**src/sta_pkg.sv**
```systemverilog
// shared types and constants of the section table allocator
`timescale 1ns / 1ps
package sta_pkg;

  localparam int unsigned TableEntries = 64;
  localparam int unsigned PageBytes    = 4096;
  localparam int unsigned PageShift    = $clog2(PageBytes);

  localparam int unsigned AddrW  = 48;
  localparam int unsigned IdW    = 32;
  localparam int unsigned SizeW  = 32;
  localparam int unsigned LenW   = SizeW + 1;
  localparam int unsigned PagesW = LenW - PageShift;

  localparam logic [AddrW-1:0] VirtReset = 48'h0080_0000_0000;

  localparam logic OpCreate = 1'b0;
  localparam logic OpMap    = 1'b1;

  localparam logic [1:0] StatusOk     = 2'd0;
  localparam logic [1:0] StatusMiss   = 2'd1;
  localparam logic [1:0] StatusNoVirt = 2'd2;

  // request travelling down the cell chain
  typedef struct packed {
    logic              valid;
    logic              op;
    logic              done;   // slot taken (create) or match found (map), or map of id 0
    logic [IdW-1:0]    id;     // new id for create, wanted id for map
    logic [AddrW-1:0]  phys;
    logic [PagesW-1:0] pages;
  } tok_t;

endpackage

```
**src/sta_cell.sv**
```systemverilog
// one table slot plus the request register that passes to the next slot
`timescale 1ns / 1ps
module sta_cell
  import sta_pkg::*;
(
  input  logic clk_i,
  input  logic rst_ni,
  input  logic adv_i,
  input  tok_t tok_i,
  output tok_t tok_o
);

  logic [IdW-1:0]    slot_id_q, slot_id_d;
  logic [AddrW-1:0]  slot_phys_q, slot_phys_d;
  logic [PagesW-1:0] slot_pages_q, slot_pages_d;
  tok_t              tok_q, tok_d;
  logic              tok_valid_q;

  always_comb begin
    slot_id_d    = slot_id_q;
    slot_phys_d  = slot_phys_q;
    slot_pages_d = slot_pages_q;
    tok_d        = tok_i;
    if (tok_i.valid && !tok_i.done) begin
      if (tok_i.op == OpCreate) begin
        if (slot_id_q == '0) begin
          slot_id_d    = tok_i.id;
          slot_phys_d  = tok_i.phys;
          slot_pages_d = tok_i.pages;
          tok_d.done   = 1'b1;
        end
      end else begin
        if (slot_id_q == tok_i.id) begin
          tok_d.done  = 1'b1;
          tok_d.phys  = slot_phys_q;
          tok_d.pages = slot_pages_q;
        end
      end
    end
  end

  always_ff @(posedge clk_i or negedge rst_ni) begin
    if (!rst_ni) begin
      slot_id_q   <= '0;
      tok_valid_q <= 1'b0;
    end else if (adv_i) begin
      slot_id_q   <= slot_id_d;
      tok_valid_q <= tok_d.valid;
    end
  end

  always_ff @(posedge clk_i) begin
    if (adv_i) begin
      slot_phys_q  <= slot_phys_d;
      slot_pages_q <= slot_pages_d;
      tok_q        <= tok_d;
    end
  end

  // valid comes from the reset register, the rest from the data register
  always_comb begin
    tok_o       = tok_q;
    tok_o.valid = tok_valid_q;
  end

endmodule

```
**config.mk**
```make
export PLATFORM = sky130hd
export DESIGN_NAME = sta_cell
export DESIGN_NICKNAME = d
export VERILOG_FILES = /design/src/sta_pkg.sv /design/src/sta_cell.sv
export SDC_FILE = /design/constraint.sdc
export NUM_CORES = 1
export LEC_CHECK = 0
export BUFFER_PORTS_ARGS = -buffer_cell sky130_fd_sc_hd__clkbuf_2
export CORE_AREA = 4 4 180 182
export CTS_CLUSTER_SIZE = 8
export DETAILED_ROUTE_END_ITERATION = 10
export DIE_AREA = 0 0 184 186
export RECOVER_POWER = 100
export SYNTH_ARGS = -nofsm -noshare
export SYNTH_HDL_FRONTEND = slang
export SYNTH_SLANG_ARGS = --single-unit
```
**constraint.sdc**
```tcl
create_clock -name clk_i -period 4.3 [get_ports clk_i]
set_input_delay 0.645 -clock clk_i [delete_from_list [all_inputs] [get_ports clk_i]]
set_output_delay 0.645 -clock clk_i [all_outputs]
set_load 0.005 [all_outputs]
```
* Word level (Yosys, flattened, before mapping)
Cells that the tools add are included.
** Operators by class
- Shifts and indexed selects :: 0
- Add/subtract/negate cells :: 0
- Equality and inequality tests :: 1
- Mux-type cells :: 7
- Magnitude comparators :: 0
- Bitwise logic cells :: 1
- Multiply operators :: 0
- Reductions and logical operators :: 4
- Divide/modulo/power cells :: 0
** Operators by type and width (number)
- 2-to-1 mux 69 bit :: 3
- == test 32 bit :: 1
- logical NOT 32 bit :: 1
- 2-to-1 mux 1 bit :: 4
- AND reduction 4 bit :: 1
- logical AND 1 bit :: 1
- logical NOT 1 bit :: 1
- inverter 1 bit :: 1
** Storage, ports and cells
- Bits in registers :: 205
- ROM bits :: 0
- Word-level logic and storage cells :: 22
- Input bits :: 107
- Output and inout port bits :: 104
- Memory bits (writable) :: 0
- Memories :: 0
- Latch bits :: 0

* Longest topological paths before layout
Gate-level depths: netlist of the first run.
- Word-level depth :: 4
- Gate-level depth with buffers :: 7
- Depth with buffers taken out :: 5

* Worst setup path before layout of the first run
No wires, ideal clock.
- Path type :: input to register
- From :: in tok_i[101] in the netlist's numbering
- To :: reg slot_pages_q[0], enable pin
- Setup time :: 460 ps
- Setup slack :: 271 ps
- Arrival :: 3569 ps
- Required time :: 3840 ps
- Cell stages on the path :: 6
- Path through :: nor4b_1 > nand2_1 > nor3_1 > and2_1 > clkbuf_1 > clkbuf_1
** Between the ends
- Word-level cells in the longest chain between the ends :: 3
** Ends and longest elaborated chain
- from (decl) :: RTL line sta_cell.sv:9 : input tok_t tok_i,
- logical NOT 1 bit :: RTL line sta_cell.sv:24 : if (tok_i.valid && !tok_i.done) begin
- logical AND 1 bit :: RTL line sta_cell.sv:24
- AND reduction 4 bit (no source line)
- to (signal assigned) :: RTL line sta_cell.sv:55 : slot_pages_q <= slot_pages_d;
- to (decl) :: RTL line sta_cell.sv:15 : logic [PagesW-1:0] slot_pages_q, slot_pages_d;
No other way between the ends.
A chain may end at the register's enable or synchronous reset.

* Worst setup path after layout of the first run
- From :: reg slot_id_q[1]
- To :: reg slot_phys_q[1], enable pin
** Between the ends
- Word-level cells in the longest chain between the ends :: 2
** Ends and longest elaborated chain
- from (decl) :: RTL line sta_cell.sv:13 : logic [IdW-1:0] slot_id_q, slot_id_d;
- from (signal assigned) :: RTL line sta_cell.sv:47 : slot_id_q <= slot_id_d;
- logical NOT 32 bit :: RTL line sta_cell.sv:26 : if (slot_id_q == '0) begin
- AND reduction 4 bit (no source line)
- to (signal assigned) :: RTL line sta_cell.sv:54 : slot_phys_q <= slot_phys_d;
- to (decl) :: RTL line sta_cell.sv:14 : logic [AddrW-1:0] slot_phys_q, slot_phys_d;
No other way between the ends.

==> results summary, run 1 <==
For hold timing, the worst endpoint is slot_phys_q[8]. The total count of max-transition violations in the final report came out at 140. The placed standard-cell area came out at 0.00910 sq mm. Data arrives at the worst endpoint at 3290 ps. The final critical delay including setup and external delays came out at 3170 ps. The overall global routing resource usage came out at 9.84%.

The final layout net count is 721. During placement, the flow inserted port buffers numbering 210. The initial antenna violation count is 0. The number of violations of the max-capacitance limit came out at 3. The number of H-tree levels came out at 1.

Summing all non-filler instances in the final layout gives an area of 0.00969 sq mm. The sequential cell area fraction in the yosys report came out at 79.0%. The layout filler cell count came out at 3,103. The clock sink count is 205. After clock tree synthesis, the setup repair step added 0 buffers.

The hold violation count in the final report is 0. Counting instances, the worst hold path has a depth of 1. The CTS clock-pin slew for the worst setup and hold paths came out at 50 ps. The die covers 0.0342 sq mm. The average size of a mapped cell came out at 20.1 sq um. The starting utilization of the core area came out at 24.8%. For the final database, setup skew stands at 18.8 ps. The kind of start point of the critical path is a flop.

The worst supply voltage drop on vdd is 0.329 mV. The last weighted congestion value of the routability-driven placer came out at 0.702. The depth of the most critical reg-to-reg path came out at 5. The netlist uses 20 different library cells. The total number of vias came out at 4,296. The cell chosen for the clock root is sky130_fd_sc_hd__clkbuf_16. The largest driver fanout on the critical path is 23. The endpoint of the worst-slack reg-to-reg timing path is slot_phys_q[1]. The first global-routing pass estimated 26,400 um of wire.

Setup violations remaining at the end of the flow were counted as 0. The number of gates resized after cts came out at 0. In this run, CTS created clock tree buffers numbering 30. The synthesized net count is 485. The row count came out at 64. Detailed placement ended at an HPWL of 12,100 um. The number of global-route vias before repair came out at 4,545. The number of iterations in the first detailed-routing pass is 6.

In this design, the largest share of critical-path delay is due to simple AND/OR/NAND/NOR gates. The required time at the worst-slack endpoint came out at 4420 ps. The most frequent standard cell in the layout excluding fill and tap cells is sky130_fd_sc_hd__clkbuf_1. The critical path crosses 5 cells after its start point.

The total DRC errors in the routed layout is 0. The count of antenna-violating nets left after detailed routing came out at 0. In this run the deepest clock path goes through 3 buffers. Cells with a size suffix above 1 make up 21.1% of the layout. The antenna cell count is 0. The post-synthesis instance total is 378. By startpoint and endpoint, the worst setup path is classified as reg -> reg.

Setup repair after global routing left no endpoint under its margin. The post-detailed-routing wire length came out at 17,500 um. The largest incremental delay on the critical path came out at 1020 ps.

The pin count of the biggest net entering global routing came out at 71. The number of vias per cell after detailed routing came out at 4.20. Measured against its own limit, the worst slew margin works out to -81.1%. The chip height came out at 186 um. The flow ran to the end, but the final reports show violations.

The ratio of final minimum period to clock period is 73.7%. The worst setup path is captured at a flop. The total power density per cell area came out at 534 mW/mm^2. Yosys printed 0 warnings. For this run the aggregate overflow at the end of global routing stands at 0.

The post-route setup TNS came out at 0 ps. The checks that failed: capacitance limit, slew limit. For this design, the slowest cell found on the critical path is sky130_fd_sc_hd__clkbuf_1. The total area inside the core boundary comes to 0.0306 sq mm. The leakage power figure is 0.00360 uW. The clock insertion delay at the later pin of the skew report came out at 530 ps. The tightest min-delay check is of the in -> reg type.

The worst path buffer plus inverter count is 1. The die outline width is 184 um. The reg-to-reg setup timing slack came out at 1130 ps. The synthesized netlist occupies a cell area of 0.00758 sq mm.

The number of violations reported at the end of detailed-routing iteration 0 is 164. Counting flops and latches in the post-synthesis netlist gives 205. Traced cell by cell, the critical path runs through nor4_1 -> nand4_1 -> nor3_1 -> and2_4 -> clkbuf_1. In the final routed layout, each cell accounts on average for 17.1 um. The peak clock frequency supported by timing is 316 MHz. In this run the most critical hold path is launched from tok_i[29]. The total of hold buffers inserted after clock tree synthesis is 0. TritonCTS built the clock tree.

In this run the critical register-to-register path is launched from slot_id_q[1]. At the pin with the least slew margin, the transition time is 2720 ps. The number of top-level design ports is 211.

Relative to the synthesized area, the layout overhead comes to 27.8%. Leaving out fill and tap cells, the most frequent cells in the layout are sky130_fd_sc_hd__clkbuf_1 (192), sky130_fd_sc_hd__edfxtp_1 (172), sky130_fd_sc_hd__mux2_2 (63), sky130_fd_sc_hd__dfrtp_1 (33).
area by class of cell:
type | instances | area, sq um | share of cell area, %
clock inverter | 1 | 8.76 | 0.0904
multi-input combinational | 161 | 1480 | 15.2
tap | 396 | 495 | 5.11
clock buffer | 43 | 831 | 8.57
timing repair buffer | 216 | 887 | 9.16
sequential | 205 | 5990 | 61.8
sequential cells by signal, summed over array words and instances, names as in the netlist:
signal	count
tok_o	103
slot_pages_q	21
slot_phys_q	48
slot_id_q	32
tok_valid_q	1
logic make-up (layout without fill, tap and decap cells):
| logic type | count (synthesis) | after routing | share of synthesized area (%) |
|---|---|---|---|
| flops | 205 | 205 | 79.0 |
| compound gates | 32 | 32 | 3.17 |
| mux | 70 | 70 | 10.4 |
| buf+inv | 12 | 260 | 1.34 |
| simple gates | 27 | 27 | 2.38 |
| xor+xnor | 32 | 32 | 3.70 |
Yosys cell counts (all sizes together):
cell type  number  area, sq um
edfxtp        172         5160
or3             1         6.26
a21o           32          240
xor2           27          236
nor3            3         15.0
xnor2           5         43.8
and2            1         6.26
clkbuf          4         15.0
nor4           14          103
nand2           1         3.75
dfrtp          33          826
nand4b          1         8.76
buf             8         86.3
nor4b           1         8.76
nand3           2         10.0
mux2           70          788
nand4           3         18.8
layer usage:
metal / part of all wire, % / global-route usage [%] / up-vias
met5: 0 / 0 / -
met2: 45 / 15.8 / 175
li1: - / - / 1946
met4: 2.7 / 2.87 / 0
met3: 8.3 / 2.99 / 28
met1: 44 / 12.9 / 2147
per-stage QoR:
stage | instances | power, uW | util, % | setup slack (ps) | hold WS (ps)
4_1_cts | 1022 | 5310 | 32.5 | 1670 | 225
2_1_floorplan | 378 | 2860 | - | 271 | 349
6_report | 1022 | 5180 | 31.7 | 1130 | 315
3_5_place_dp | 978 | 3170 | 29.8 | 1310 | 486
5_1_grt | 1022 | 5440 | 31.7 | 795 | 286
3_3_place_gp | 978 | 3150 | 29.8 | 1300 | 480
worst max path at each step:
stage	from	to	slack, ps
final	slot_id_q[1]	slot_phys_q[1]	1130
after CTS	slot_id_q[16]	tok_o[25]	1670
after floorplan	tok_i[101]	slot_pages_q[0]	270
after detailed placement	tok_i[85]	tok_o[25]	1310
after global placement	tok_i[85]	tok_o[21]	1300
after global routing	slot_id_q[1]	slot_pages_q[2]	790
power by group:
group	internal (uW)	total (uW)	switching (uW)
Clock	1300	2090	785
Sequential	2400	2560	163
Combinational	265	527	262
Total	3970	5180	1210
Power figures use the tool's default switching activity.
==> inputs of run 2 (changes only) <==
- clock period: 4.3 -> 2.8 ns (I/O delays scaled with it)
==> results summary, run 2 (same netlist as run 1, synthesis figures left out) <==
The run finished, with violations left. The checks that failed: capacitance limit, slew limit. For the worst-skew pair, the clock arrives at the later sink with an insertion delay of 520 ps. The total power density per cell area is 808 mW/mm^2. The total grt overflow is 0. The kind of start point of the critical path is a flop. The number of top-level design ports is 211. The path class of the lowest-slack min-delay path is in -> reg. The required time at the worst-slack endpoint is 2940 ps. The kind of critical path is reg -> reg.

The number of non-filler instances in the completed layout came out at 1,035. The global-route wire length before repair is 26,500 um. The congestion estimate from routability-driven global placement came to 0.687. The worst clock skew came out at 13.1 ps.

The number of global-route vias before repair is 4,557. The worst slew margin relative to its limit came out at -21.6%. The root buffer cell chosen for the clock tree is sky130_fd_sc_hd__clkbuf_16. For the final routed database, the setup TNS stands at 0 ps. The share of layout cells above drive strength 1 is 21.4%.

The number of violations of the max-capacitance limit is 2. The number of failing setup endpoints in the final timing report is 0. Power comes to 7890 uW. The row count came out at 64. In the layout the commonest cells are sky130_fd_sc_hd__clkbuf_1 (200), sky130_fd_sc_hd__edfxtp_1 (172), sky130_fd_sc_hd__mux2_2 (63), sky130_fd_sc_hd__clkbuf_2 (35), sky130_fd_sc_hd__dfrtp_1 (33). The starting utilization of the core area came out at 24.8%. TritonCTS built the clock tree. The post-synthesis to final-layout area growth is 28.8%. The hold violation count in the final report is 0. The number of vias per cell after detailed routing is 4.11. The chip height came out at 186 um. The number of cells in the design after placement came out at 982.

The total count of max-transition violations in the final report was 93. Leaving out fill and tap cells, the most frequent cell in the layout is sky130_fd_sc_hd__clkbuf_1. The die outline width came out at 184 um. The worst supply voltage drop on vdd came out at 0.543 mV. The post-detailed-routing wire length is 17,700 um.

The wire-length estimate of the detail-placed layout is 12,200 um. The ratio of final minimum period to clock period came out at 90.2%. STA classifies the critical path endpoint as a flop. The die covers 0.0342 sq mm. The count of nets left with antenna violations once routing finished came out at 0. The number of buffers on the longest clock path came out at 3. In this run the number of H-tree levels came out at 1. The antenna cell count came out at 0. Counting I/O delays and the setup requirement, the final critical path takes 2530 ps. The first TritonRoute pass finished after 6 iterations.

The initial antenna violation count came out at 0. The overall global routing resource usage came out at 9.87%. The final layout net count came out at 725. In the final routed layout, each cell accounts on average for 17.1 um. Of all nets on the critical path, the largest fanout is 56. The count of buffers added on input and output ports is 210. The analysis attributes to cell leakage a power of 0.00364 uW. The peak clock frequency supported by timing came out at 396 MHz.

After routing the design area is 0.00977 sq mm. The number of violations reported at the end of detailed-routing iteration 0 came out at 192. The transition at the pin with the smallest max-transition slack came out at 1820 ps.

The number of clock buffers added by TritonCTS is 29. The placeable core area came out at 0.0306 sq mm. The pin count of the biggest net entering global routing is 59. Setup repair after global routing left no endpoint under its margin.

The total DRC errors in the routed layout is 0. The register with the most flip-flops in the layout has 103 of them. The total number of vias is 4,259. CTS saw 205 sinks. For the worst setup path, the data arrival time is 2670 ps. The CTS clock-pin slew for the worst setup and hold paths came out at 60 ps. The placed standard-cell area came out at 0.00921 sq mm.
==> run 2: changes by cell type in the layout (fill, tap and decap cells not counted), sizes merged <==
cell	previous run	this run
dlygate4sd3	0	1
clkinv	1	0
buf	3	5
clkbuf	256	267
==> run 2: per-layer routing <==
metal  track usage (%)  vias up  share of wire, %
met4              2.54        0               1.9
met3              3.22       28               8.7
met5                 0        -                 0
met2              16.3      166                47
met1              12.6     2095                42
li1                  -     1970                 -
==> run 2: layout make-up <==
cell class                 count  area [sq um]
clock buffer                  52           822
tap                          396           495
sequential                   205          5990
multi-input combinational    161          1490
timing repair buffer         221           968
fill                        3090         20800
==> run 2: power by group <==
group	total, uW	internal [uW]	switching, uW
sequential	3930	3680	246
clock	3170	1940	1230
combinational	797	405	392
total	7890	6030	1860
==> run 2: worst max-delay path: stages, from the launching register on <==
cell	delay, ps
sky130_fd_sc_hd__dfrtp_1	410
sky130_fd_sc_hd__nor4_1	330
sky130_fd_sc_hd__nand4_1	190
sky130_fd_sc_hd__nor3_1	330
sky130_fd_sc_hd__and2_4	200
sky130_fd_sc_hd__clkbuf_4	620
==> run 2: timing repair <==
item | CTS | global route
hold buffers | 1 | 0
resized for setup | 0 | 0
buffers inserted | 0 | 0
endpoints found under the hold margin | 6 | 0
==> run 2: path summary, 6_finish.rpt <==
check                                  end  depth (start not counted)     startpoint  slack (ps)
max reg2reg                slot_pages_q[1]                          5  slot_id_q[30]         270
min reg2reg                  slot_id_q[14]                          1  slot_id_q[14]         490
max in group asynchronous     slot_id_q[5]                          2         rst_ni         800
max                        slot_pages_q[1]                          5  slot_id_q[30]         270
min in group asynchronous    slot_id_q[18]                          2         rst_ni         950
min                        slot_pages_q[4]                          1       tok_i[4]          90
==> run 2: stage by stage <==
step / util [%] / hold WS (ps) / worst slack [ps]
floorplan: - / 124 / 98.7
global placement: 30.1 / 480 / 90.8
global route: 31.9 / 57.2 / 106
CTS: 32.8 / 48.3 / 243
detailed placement: 30.1 / 485 / 101
finish: 31.9 / 90.3 / 274
