<file path="src/sta_pkg.sv">
// shared types and constants of the section table allocator
`timescale 1ns / 1ps
package sta_pkg;

  localparam int unsigned TableEntries = 64;
  localparam int unsigned PageBytes    = 4096;
  localparam int unsigned PageShift    = $clog2(PageBytes);

  localparam int unsigned AddrW  = 48;
  localparam int unsigned IdW    = 32;
  localparam int unsigned SizeW  = 32;
  localparam int unsigned LenW   = SizeW + 1;
  localparam int unsigned PagesW = LenW - PageShift;

  localparam logic [AddrW-1:0] VirtReset = 48'h0080_0000_0000;

  localparam logic OpCreate = 1'b0;
  localparam logic OpMap    = 1'b1;

  localparam logic [1:0] StatusOk     = 2'd0;
  localparam logic [1:0] StatusMiss   = 2'd1;
  localparam logic [1:0] StatusNoVirt = 2'd2;

  // request travelling down the cell chain
  typedef struct packed {
    logic              valid;
    logic              op;
    logic              done;   // slot taken (create) or match found (map), or map of id 0
    logic [IdW-1:0]    id;     // new id for create, wanted id for map
    logic [AddrW-1:0]  phys;
    logic [PagesW-1:0] pages;
  } tok_t;

endpackage

</file>
<file path="src/sta_result.sv">
// end of chain: virtual bump pointer and the result register
`timescale 1ns / 1ps
module sta_result
  import sta_pkg::*;
(
  input  logic              clk_i,
  input  logic              rst_ni,
  input  logic              adv_i,
  input  tok_t              tok_i,
  input  logic              cfg_we_i,
  input  logic [AddrW-1:0]  cfg_wdata_i,
  output logic              out_valid_o,
  output logic [1:0]        status_o,
  output logic [IdW-1:0]    new_id_o,
  output logic [AddrW-1:0]  map_phys_o,
  output logic [AddrW-1:0]  virt_addr_o,
  output logic [LenW-1:0]   byte_length_o
);

  logic [AddrW-1:0] vptr_q, vptr_d;
  logic             out_valid_q;
  logic [1:0]       status_q, status_d;
  logic [IdW-1:0]   new_id_q, new_id_d;
  logic [AddrW-1:0] phys_q, phys_d;
  logic [AddrW-1:0] virt_q, virt_d;
  logic [LenW-1:0]  len_q, len_d;
  logic [LenW-1:0]  len;
  logic [AddrW:0]   vend;

  assign len  = LenW'(tok_i.pages) << PageShift;
  assign vend = {1'b0, vptr_q} + (AddrW + 1)'(len);

  always_comb begin
    vptr_d   = vptr_q;
    status_d = StatusMiss;
    new_id_d = '0;
    phys_d   = '0;
    virt_d   = '0;
    len_d    = '0;
    if (tok_i.op == OpCreate) begin
      if (tok_i.done) begin
        status_d = StatusOk;
        new_id_d = tok_i.id;
      end
    end else if (tok_i.done && tok_i.id != '0) begin
      phys_d = tok_i.phys;
      len_d  = len;
      if (vend[AddrW]) begin
        // would run past the 48-bit space: pointer stays
        status_d = StatusNoVirt;
      end else begin
        status_d = StatusOk;
        virt_d   = vptr_q;
        vptr_d   = vend[AddrW-1:0];
      end
    end
  end

  always_ff @(posedge clk_i or negedge rst_ni) begin
    if (!rst_ni) begin
      vptr_q      <= VirtReset;
      out_valid_q <= 1'b0;
    end else begin
      if (cfg_we_i) begin
        vptr_q <= cfg_wdata_i;
      end else if (adv_i && tok_i.valid) begin
        vptr_q <= vptr_d;
      end
      if (adv_i) begin
        out_valid_q <= tok_i.valid;
      end
    end
  end

  always_ff @(posedge clk_i) begin
    if (adv_i && tok_i.valid) begin
      status_q <= status_d;
      new_id_q <= new_id_d;
      phys_q   <= phys_d;
      virt_q   <= virt_d;
      len_q    <= len_d;
    end
  end

  assign out_valid_o   = out_valid_q;
  assign status_o      = status_q;
  assign new_id_o      = new_id_q;
  assign map_phys_o    = phys_q;
  assign virt_addr_o   = virt_q;
  assign byte_length_o = len_q;

endmodule

</file>
<file path="config.mk">
export PLATFORM = sky130hd
export DESIGN_NAME = sta_result
export DESIGN_NICKNAME = d
export VERILOG_FILES = /design/src/sta_pkg.sv /design/src/sta_result.sv
export SDC_FILE = /design/constraint.sdc
export NUM_CORES = 1
export LEC_CHECK = 0
export BUFFER_PORTS_ARGS = -buffer_cell sky130_fd_sc_hd__buf_2
export CORE_MARGIN = 3
export CORE_UTILIZATION = 46
export CTS_CLUSTER_DIAMETER = 50
export CTS_CLUSTER_SIZE = 28
export DETAILED_ROUTE_END_ITERATION = 6
export HOLD_SLACK_MARGIN = 0.08
export PLACE_DENSITY = 0.77
export RECOVER_POWER = 25
export SLEW_MARGIN = 5
export SYNTH_ARGS = -nofsm -noshare
export SYNTH_HDL_FRONTEND = slang
export SYNTH_SLANG_ARGS = --single-unit
</file>
<file path="constraint.sdc">
create_clock -name clk_i -period 2.9 [get_ports clk_i]
set_input_delay 0.29 -clock clk_i [delete_from_list [all_inputs] [get_ports clk_i]]
set_output_delay 0.29 -clock clk_i [all_outputs]
set_load 0.005 [all_outputs]
</file>
# Word-level counts from Yosys, hierarchy flattened
# Cells that the tools add are included.
[totals]
reg_bits = 212
latch_bits = 0
ram_bits = 0
romBits = 0
inputBits = 156
out_inout_bits = 164
word_cells = 32
n_memories = 0
[op_classes]
n_addsub = 1
n_mul = 0
n_div = 0
magnitude_cmp = 0
n_eq_ne = 1
shift = 0
n_mux = 9
bitwise = 3
n_reduce_logical = 10
[ops]
columns = ["op", "count"]
rows = [
  ["2-to-1 mux 48 bit", 5],
  ["adder 48 x 33 -> 49 bit", 1],
  ["nonzero test 32 bit", 1],
  ["2-to-1 mux 2 bit", 3],
  ["nonzero test 2 bit", 3],
  ["AND reduction 4 bit", 1],
  ["NOT 1 bit", 3],
  ["OR reduction 3 bit", 1],
  ["logical AND 1 bit", 2],
  ["!= test 2 bit, second input constant", 1],
  ["AND reduction 2 bit", 1],
  ["OR reduction 2 bit", 1],
  ["2-to-1 mux 1 bit", 1],
]

# Longest topological paths before layout
# Gate-level depths: netlist of run 1.
[logic_depth]
ltp_word = 6
ltp_mapped = 11

# Worst setup path before layout of run 1
# Ideal clock, no wire load.
[synth_timing]
path_kind = "input-to-reg"
startpoint = "input port adv_i"
endpoint = "register vptr_q[31]"
setup_time_ns = 0.131
arrival_ns = 4.519
t_required_ns = 2.769
path_slack_ns = -1.751
cell_stages = 7
n_path_buf = 1
path_cell_list = "nand2_1 -> inv_1 -> and2_1 -> and3_1 -> buf_2 -> o21ai_0 -> or3_1"
[synth_via]
elab_chain_len = 3
[synth_lines]
columns = ["element", "line_no", "rtl"]
rows = [
  ["from (decl)", "sta_result.sv:8", "input logic adv_i,"],
  ["logical AND 1 bit", "sta_result.sv:66", "end else if (adv_i && tok_i.valid) begin"],
  ["nonzero test 2 bit (no source line)", "--", ""],
  ["AND reduction 4 bit (no source line)", "--", ""],
  ["to (signal assigned)", "sta_result.sv:61", "vptr_q <= VirtReset;"],
  ["to (signal assigned)", "sta_result.sv:65", "vptr_q <= cfg_wdata_i;"],
  ["to (signal assigned)", "sta_result.sv:67", "vptr_q <= vptr_d;"],
  ["to (decl)", "sta_result.sv:20", "logic [AddrW-1:0] vptr_q, vptr_d;"],
]
# Every way passes these cells.
# A chain may end at the register's enable or synchronous reset.

# Worst setup path after layout of run 1
[layout_timing]
startpoint = "register vptr_q[27]"
endpoint = "register vptr_q[31]"
[layout_via]
elab_chain_len = 6
word_cells_on_any_way = 8
[layout_lines]
columns = ["element", "line_no", "rtl"]
rows = [
  ["adder 48 x 33 -> 49 bit (*)", "sta_result.sv:31", "assign vend = {1'b0, vptr_q} + (AddrW + 1)'(len);"],
  ["2-to-1 mux 48 bit", "sta_result.sv:48", "if (vend[AddrW]) begin"],
  ["2-to-1 mux 48 bit", "sta_result.sv:45", "end else if (tok_i.done && tok_i.id != '0) begin"],
  ["2-to-1 mux 48 bit", "sta_result.sv:40", "if (tok_i.op == OpCreate) begin"],
  ["2-to-1 mux 48 bit", "sta_result.sv:66", ""],
  ["2-to-1 mux 48 bit", "sta_result.sv:64", "if (cfg_we_i) begin"],
]
# Mark *: on every way between the ends. The rest lies on a longest branch, timed or not. The select of a mux whose other input is x is not followed.

==> results.yml, run 1 <==
clock_tree:
  clkSlewWorstSetupHoldPaths_ps: 70
  cts_max_path_buffers: 2
  htree_levels: 4
  clock_latency_ps: 440
  cts_buffers: 17
  root_buffer: "clkbuf_16"
  cts_tree: "done"
  clock_sinks: 200
global_routing:
  grt_pass1_vias: 7311
  grt.overflow.total: 0
  grt_pass1_wl_mm: 38.7
  grt_max_degree: 152
  track_usage_pct: 22.6
  antenna_found_initial: 5
synthesis:
  netlist-cell-type-count: 57
  synth_seq_area_share_pct: 61.9
  synth_edf_count: 151
  dominantRegCellSynth: "edfxtp_1"
  synth_cells: 753
  async_reset_ff_share_pct: 24.5
  synth_area_sq_mm: 0.00931
  ys_ff_latch: 200
  syn_avg_cell_area_sq_um: 12.4
  yosysWarnings: 0
placed_design:
  dp_cells: 1350
  place_congestion: 0.994
  hpwl_mm: 18.4
  io_buffers: 307
sta:
  setup_viol: 0
  fmax_mhz: 348
  finalHoldViolCount: 0
  fin_crit_sh_pct: 99.1
  post-route-min-period_ps: 2870
  rsz0062_at_grt: "true"
  finalMaxSlewViolations: 180
  finClkSkew_ps: 14.5
  max_slew_margin_pct: -37.7
  worstMarginPinSlew_ps: 2070
hold_path:
  holdCritStartpoint: "cfg_wdata_i[13]"
  holdCritPathClass: "in2reg"
drt:
  drt_pass1_iterations: 5
  vias_per_cell: 5.22
  drc: 0
  drt_iter0_drc: 510
  ant_nets: 0
  via_count: 7350
  drt_wl_total_mm: 25.3
  route.detailed.wl_per_inst_um: 17.9
pwr:
  seqPwrFrac_pct: 49.3
  p_sw_share_pct: 27.2
  power.switching_mw: 1.87
  power-per-cell-area_mw_per_mm2: 553
  p_total_mw: 6.86
  p_clk_share_pct: 33.6
  combPwrFrac_pct: 17.1
  internal_power_mw: 5.00
  peakVddDrop_uv: 394
  p_leak_nw: 5.07
critical_path:
  crit_path_end_kind: "flop"
  critPathArrivalTime_ps: 3180
  r2r_start: "vptr_q[27]"
  crit_path_start_kind: "flop"
  crit_type: "reg2reg"
  crit_required_ps: 3200
  cp-startpoint: "vptr_q[27]"
  path_max_fanout: 10
cells_and_area:
  drive_above_1_share_pct: 39.4
  fillers: 1570
  fin_cells: 1409
  final_nets: 1304
  syn_to_final_growth_pct: 33.3
floorplan:
  pin_count: 320
  coreArea_sq_mm: 0.0197
  die_h_um: 148
  dieArea_sq_mm: 0.0220
  num_rows: 51
  die_x_um: 148
  start_util_pct: 47.4
status:
  status: "finished, violations left"
  violations: "capacitance limit, slew limit"
run:
  drv_cap: 2
-- cell families after synthesis --
logic type / after synthesis / synth area share, %
muxes: 23 / 2.63
adders and majority gates: 22 / 3.04
other: 1 / 0.0403
AOI/OAI and AO/OA: 123 / 8.98
and+or+nand+nor: 309 / 18.9
buffers and inverters: 60 / 3.16
xor gates and xnor gates: 15 / 1.41
DFF: 200 / 61.9
-- cell usage after synthesis (all sizes together) (2+ instances only) --
master	count	area, sq um
xnor2	10	87.6
nand3b	2	15.0
mux2i	11	110
a22oi	2	15.0
nand3	18	90.1
and3	4	25.0
inv	10	37.5
o31ai	14	105
buf	22	151
a31o	2	17.5
o211ai	4	30.0
nor2	28	105
nor3	11	70.1
o21ai	25	125
and4	3	26.3
nand2b	2	12.5
mux2	12	135
ha	21	263
a31oi	20	125
a21o	11	82.6
dfrtp	48	1200
o21a	4	30.0
nand4	12	75.1
a21oi	20	100
clkbuf	28	105
nand2	50	190
nor4	14	93.8
or4	12	93.8
and2	147	920
xor2	5	43.8
a211oi	6	57.6
a2bb2oi	2	17.5
edfxtp	151	4530
o211a	3	37.5
o21bai	3	22.5
nor2b	3	18.8
-- state kept, by name (all words and copies together) (netlist names) --
name	count
virt_addr_o	48
status_o	2
out_valid_o	1
new_id_o	32
vptr_q	48
byte_length_o	21
map_phys_o	48
-- repair_timing --
action,CTS,global route
setup endpoints to repair,12,40
cloned,1,0
resized for setup,10,18
buffers inserted,3,2
hold buffers,15,2
pin swaps,3,8
hold endpoints to repair,38,2
-- per-stage QoR --
step,setup TNS (ps),instance area [sq um],worst slack (ps),utilization [%],hold slack (ps)
floorplan,-28160,9390,-751,-,-5.59
global placement,-353,11500,-90.2,58.5,336
detailed placement,-1130,11500,-149,58.5,350
CTS,0,12300,5.15,62.6,80.8
global route,-681,12400,-166,63.1,89.2
finish,0,12400,25.5,63.1,99.8
-- layer usage --
layer	wire length, um	GRT usage (%)	up-vias
met5	0	0	-
met4	752	8.73	0
met3	1660	4.48	46
met2	13300	40.6	298
met1	9570	26.8	3528
li1	-	-	3478
-- critical path: stages (launching register included) --
cell and delay (ps):
dfrtp_1 390, ha_1 300, nand2_1 80, or4_4 550
a211oi_4 260, o311ai_2 100, buf_4 170, and3_1 180
buf_4 200, and4_1 200, or3_1 310
-- placed cells by master, fill, tap and decap left out, types with 19 or more instances in the layout --
master and instances:
nand2_1 48, buf_2 302, edfxtp_1 151, dfrtp_1 48, and2_1 125, and2_0 22
ha_1 19, nor2_1 28, o21ai_0 21, buf_4 62
-- power by group through the flow --
stage / Combinational, mW / Sequential [mW] / Clock [mW]
after floorplan: 0.600 / 3.45 / 0
after global placement: 1.09 / 3.43 / 0
after detailed placement: 1.11 / 3.44 / 0
after CTS: 1.15 / 3.38 / 2.36
after global routing: 1.29 / 3.41 / 2.47
final: 1.17 / 3.38 / 2.31
-- final cells by class --
type / instances / area (sq um) / area share, %
Clock inverter: 15 / 161 / 1.30
Tap cell: 265 / 332 / 2.67
Antenna cell: 5 / 12.5 / 0.101
Sequential cell: 200 / 5760 / 46.4
Multi-Input combinational cell: 504 / 3440 / 27.7
Clock buffer: 17 / 425 / 3.43
Inverter: 10 / 38.8 / 0.313
Timing Repair Buffer: 393 / 2230 / 18.0
-- worst paths after layout --
kind | to | cells past startpoint | slack (ps)
max | vptr_q[31] | 10 | 30
min | vptr_q[13] | 3 | 100
max reg2reg | vptr_q[31] | 10 | 30
min reg2reg | vptr_q[6] | 1 | 500
max in group asynchronous | vptr_q[20] | 3 | 750
min in group asynchronous | vptr_q[42] | 2 | 760
No activity file was read; power rests on OpenSTA's default activity.
==> run 2: changes to the inputs <==
CORE_UTILIZATION = 40   (was 46)
PLACE_DENSITY = 0.75   (was 0.77)
==> results.yml, run 2 (synthesis gave the netlist of run 1 again) <==
floorplan:
  die_h_um: 159
  dieArea_sq_mm: 0.0251
  start_util_pct: 40.9
  coreArea_sq_mm: 0.0228
  num_rows: 55
  pin_count: 320
  die_x_um: 159
critical_path:
  r2r_start: "vptr_q[12]"
  reg2reg_slack_ps: 10
  crit_required_ps: 3250
  ff2ff_path_depth: 11
  crit_path_end_kind: "flop"
  path_max_fanout: 7
  critPathArrivalTime_ps: 3240
  crit_path_start_kind: "flop"
  r2r-end: "vptr_q[43]"
  crit_type: "reg2reg"
hold_path:
  hold_end: "vptr_q[22]"
  whs_path_depth: 3
  holdCritStartpoint: "cfg_wdata_i[22]"
  holdCritPathClass: "in2reg"
sta:
  post-route-min-period_ps: 2890
  setup_viol: 0
  worstMarginPinSlew_ps: 2100
  rsz0062_at_grt: "true"
  finClkSkew_ps: 16.5
  max_slew_margin_pct: -40.2
  fmax_mhz: 346
  timing.final.ws_setup_ps: 9.95
  fin_crit_sh_pct: 99.7
  finalHoldViolCount: 0
  finalMaxSlewViolations: 152
  fin_hold_ws_ps: 95.6
drt:
  drc: 0
  vias_per_cell: 5.04
  via_count: 7178
  drt_pass1_iterations: 5
  drt_iter0_drc: 487
  route.detailed.wl_per_inst_um: 17.8
  drt_wl_total_mm: 25.3
  ant_nets: 0
pwr:
  power-per-cell-area_mw_per_mm2: 560
  peakVddDrop_uv: 318
  p_leak_nw: 4.91
clock_tree:
  htree_levels: 4
  clock_sinks: 200
  clkSlewWorstSetupHoldPaths_ps: 90
  cts_max_path_buffers: 2
  root_buffer: "clkbuf_16"
  clock_latency_ps: 430
  cts_buffers: 17
  cts_tree: "done"
global_routing:
  track_usage_pct: 19.2
  antenna_found_initial: 4
  grt_pass1_vias: 6967
  grt.overflow.total: 0
  grt_max_degree: 152
  grt_pass1_wl_mm: 37.3
cells_and_area:
  final_common_cell: "buf_2"
  final_nets: 1276
  syn_to_final_growth_pct: 30.7
  drive_above_1_share_pct: 37.3
  final_cell_mix: "buf_2 (292), edfxtp_1 (151), and2_1 (135), nand2_1 (48), dfrtp_1 (48)"
placed_design:
  preCtsSetupSlack_ps: -284
  io_buffers: 307
  hpwl_mm: 18.6
  place_congestion: 0.912
status:
  status: "finished, violations left"
  violations: "capacitance limit, slew limit"
run:
  drv_cap: 1
[run 2: cell count changes in the layout (fill, tap and decap cells not counted), moves of 2 or more]
cell           previous run  this run
buf_4                    62        42
clkbuf_1                  7        16
a31oi_4                   2         0
and2_0                   22        12
dlygate4sd3_1            17         9
diode_2                   5         2
clkinv_4                  4         2
buf_2                   302       292
and2_1                  125       135
a31oi_1                  18        20
[run 2: repair_timing]
action | 4_1_cts | 5_1_grt
resized for setup | 6 | 13
pin swaps | 1 | 7
setup endpoints to repair | 42 | 64
hold endpoints to repair | 21 | 0
setup buffers | 1 | 6
hold buffers | 9 | 0
[run 2: critical path, stage by stage, from the launching register on]
cell	delay, ps
dfrtp_1	390
ha_2	200
fa_2	360
a211oi_2	210
o21a_2	220
a211oi_4	80
o311ai_2	220
buf_4	180
nand4_1	120
buf_6	200
or4_4	470
a31oi_1	170
[run 2: worst max-delay path by stage]
stage | from | endpoint | slack (ps) | cells past startpoint
global route | vptr_q[23] | vptr_q[43] | -120 | 10
CTS | vptr_q[23] | vptr_q[43] | 0.2 | 10
global placement | tok_i[0] | vptr_q[43] | -210 | 12
detailed placement | tok_i[0] | vptr_q[43] | -280 | 12
floorplan | adv_i | vptr_q[31] | -750 | 7
finish | vptr_q[12] | vptr_q[43] | 10 | 11
[run 2: metrics by stage]
| step | utilization (%) | instance area [sq um] | instances | power (mW) | TNS [ps] |
|---|---|---|---|---|---|
| CTS | 53.1 | 12100 | 1417 | 6.86 | 0 |
| global placement | 50.0 | 11400 | 1376 | 4.49 | -1790 |
| finish | 53.4 | 12200 | 1425 | 6.82 | 0 |
| floorplan | - | 9390 | 764 | 4.05 | -28160 |
| detailed placement | 50.0 | 11400 | 1376 | 4.51 | -5290 |
| global route | 53.4 | 12200 | 1425 | 7.15 | -729 |
[run 2: where the power goes]
| part | internal (mW) | total (mW) | switching, mW |
|---|---|---|---|
| Clock | 1.16 | 2.32 | 1.17 |
| Sequential | 3.29 | 3.39 | 0.0932 |
| Combinational | 0.511 | 1.11 | 0.598 |
| Total | 4.96 | 6.82 | 1.86 |
[run 2: metal layers]
| layer | vias up | share of wire, % | track usage [%] |
|---|---|---|---|
| met3 | 48 | 7.4 | 4.35 |
| met4 | 4 | 2.9 | 7.33 |
| li1 | 3422 | - | - |
| met5 | - | 0.083 | 0 |
| met2 | 307 | 51 | 34.4 |
| met1 | 3397 | 38 | 22.3 |
[run 2: final cells by class]
cell class,instances,area [sq um]
Clock inverter,14,161
Tap cell,313,392
Multi-Input combinational cell,504,3400
Timing Repair Buffer,365,1990
Fill cell,1990,10600
Antenna cell,2,5.00
Clock buffer,17,425
Sequential cell,200,5760
Inverter,10,38.8
==> run 3: changes to the inputs <==
==> constraint.sdc (replaced) <==
create_clock -name clk_i -period 2.9 [get_ports clk_i]
set_input_delay 0.87 -clock clk_i [delete_from_list [all_inputs] [get_ports clk_i]]
set_output_delay 0.87 -clock clk_i [all_outputs]
set_load 0.005 [all_outputs]
==> results.yml, run 3 (synthesis gave the netlist of run 1 again) <==
status:
  status: "finished, violations left"
  violations: "setup timing"
placed_design:
  placed_area_sq_mm: 0.0119
  preCtsSetupSlack_ps: -622
  dp_cells: 1422
  io_buffers: 307
  place_congestion: 0.907
  hpwl_mm: 19.2
sta:
  fmax_mhz: 333
  timing.final.ws_setup_ps: -107
  rsz0062_at_grt: "true"
  worstMarginPinSlew_ps: 1460
  max_slew_margin_pct: 2.54
  finalMaxSlewViolations: 0
  finClkSkew_ps: 9.78
  setup_viol: 8
  finalHoldViolCount: 0
  fin_crit_sh_pct: 104
  post-route-min-period_ps: 3010
floorplan:
  num_rows: 55
  start_util_pct: 40.9
  coreArea_sq_mm: 0.0228
  pin_count: 320
  die_x_um: 159
  die_h_um: 159
  dieArea_sq_mm: 0.0251
global_routing:
  grt_pass1_vias: 7174
  track_usage_pct: 19.8
  grt_pass1_wl_mm: 38.3
  grt.overflow.total: 0
  grt_max_degree: 152
  antenna_found_initial: 4
critical_path:
  cp_slowest_cell: "or4_4"
  path_max_fanout: 5
  critPathTopFamily: "compound AO/OA/AOI/OAI gates"
  crit_required_ps: 3260
  cp_slowest_stage_delay_ps: 420
  crit_path_cell_trace: "buf_8 -> ha_4 -> fa_2 -> a211oi_2 -> o21a_1 -> a211oi_4 -> o311ai_4 -> nand4_1 -> buf_6 -> or4_4 -> a31oi_2"
  critPathArrivalTime_ps: 3360
  crit_path_start_kind: "input pin"
  path_buf_inv: 2
  crit_path_end_kind: "flop"
  crit_type: "in2reg"
drt:
  drt_iter0_drc: 503
  drc: 0
  drt_wl_total_mm: 26.3
  drt_pass1_iterations: 5
  ant_nets: 0
  via_count: 7367
  route.detailed.wl_per_inst_um: 17.9
  vias_per_cell: 5.02
clock_tree:
  htree_levels: 4
  root_buffer: "clkbuf_16"
  cts_tree: "done"
  clock_latency_ps: 440
  clock_sinks: 200
  clkSlewWorstSetupHoldPaths_ps: 80
  cts_max_path_buffers: 2
  cts_buffers: 17
pwr:
  power.switching_mw: 2.00
  p_sw_share_pct: 28.3
  combPwrFrac_pct: 17.9
  internal_power_mw: 5.08
  p_clk_share_pct: 34.2
  p_leak_nw: 5.20
  peakVddDrop_uv: 359
  seqPwrFrac_pct: 47.9
  power-per-cell-area_mw_per_mm2: 557
cells_and_area:
  final_common_cell: "buf_2"
  utilization_pct: 55.9
  drive_above_1_share_pct: 42.6
  fin_cells: 1467
  syn_to_final_growth_pct: 36.7
  fin_area_sq_mm: 0.0127
  final_nets: 1316
  final_cell_mix: "buf_2 (299), edfxtp_1 (151), and2_1 (129), buf_4 (87), dfrtp_1 (48)"
run:
  drv_cap: 0
hold_path:
  holdCritPathClass: "reg2reg"
[run 3: cell types whose count changed in the layout (fill, tap and decap cells not counted), moves of 3 or more]
cell,change
dlygate4sd3_1,-9
clkbuf_1,-11
buf_4,+45
and2_1,-6
buf_6,+5
o31ai_2,+3
o21ai_0,-3
o31ai_1,-4
ha_1,-6
ha_4,+6
o21ai_1,+3
buf_2,+7
and2_0,+6
nand2_4,+3
[run 3: worst paths after layout]
path / from / end / slack, ps / cells after the start
max: tok_i[0] / vptr_q[41] / -110 / 11
min: vptr_q[9] / vptr_q[9] / 500 / 1
max reg2reg: vptr_q[12] / vptr_q[41] / 0 / 10
min reg2reg: vptr_q[9] / vptr_q[9] / 500 / 1
max in group asynchronous: rst_ni / vptr_q[46] / 750 / 2
min in group asynchronous: rst_ni / vptr_q[10] / 720 / 1
[run 3: through the flow]
step	total power [mW]	hold WS, ps	setup TNS [ps]
floorplan	4.09	473	-140300
global placement	4.63	482	-33720
detailed placement	4.65	489	-36940
CTS	7.08	431	-28.8
global route	7.39	523	-1030
finish	7.08	503	-521
[run 3: final cells by class]
cell class | instances | area [sq um]
Clock inverter | 15 | 170
Fill cell | 1951 | 10000
Multi-Input combinational cell | 505 | 3590
Clock buffer | 17 | 425
Tap cell | 313 | 392
Timing Repair Buffer | 404 | 2340
Inverter | 10 | 38.8
Antenna cell | 3 | 7.51
Sequential cell | 200 | 5760
[run 3: timing repair]
item / 4_1_cts / 5_1_grt
pin swaps: 15 / 17
gates cloned: 1 / 2
buffers inserted: 2 / 5
resized for setup: 17 / 27
endpoints found under the setup margin: 33 / 17
hold buffers: 0 / 0
[run 3: power groups by stage]
stage          logic, mW  registers (mW)  clock network, mW
6_report            1.27            3.39               2.42
5_1_grt             1.40            3.42               2.58
4_1_cts             1.23            3.39               2.46
3_5_place_dp        1.21            3.45                  0
3_3_place_gp        1.18            3.44                  0
2_1_floorplan      0.638            3.45                  0
[run 3: metal layers]
metal	share of wire, %	global-route usage, %
met1	40	23.4
met2	51	34.8
met5	0.027	0
met4	2.3	7.21
met3	6.7	5.25
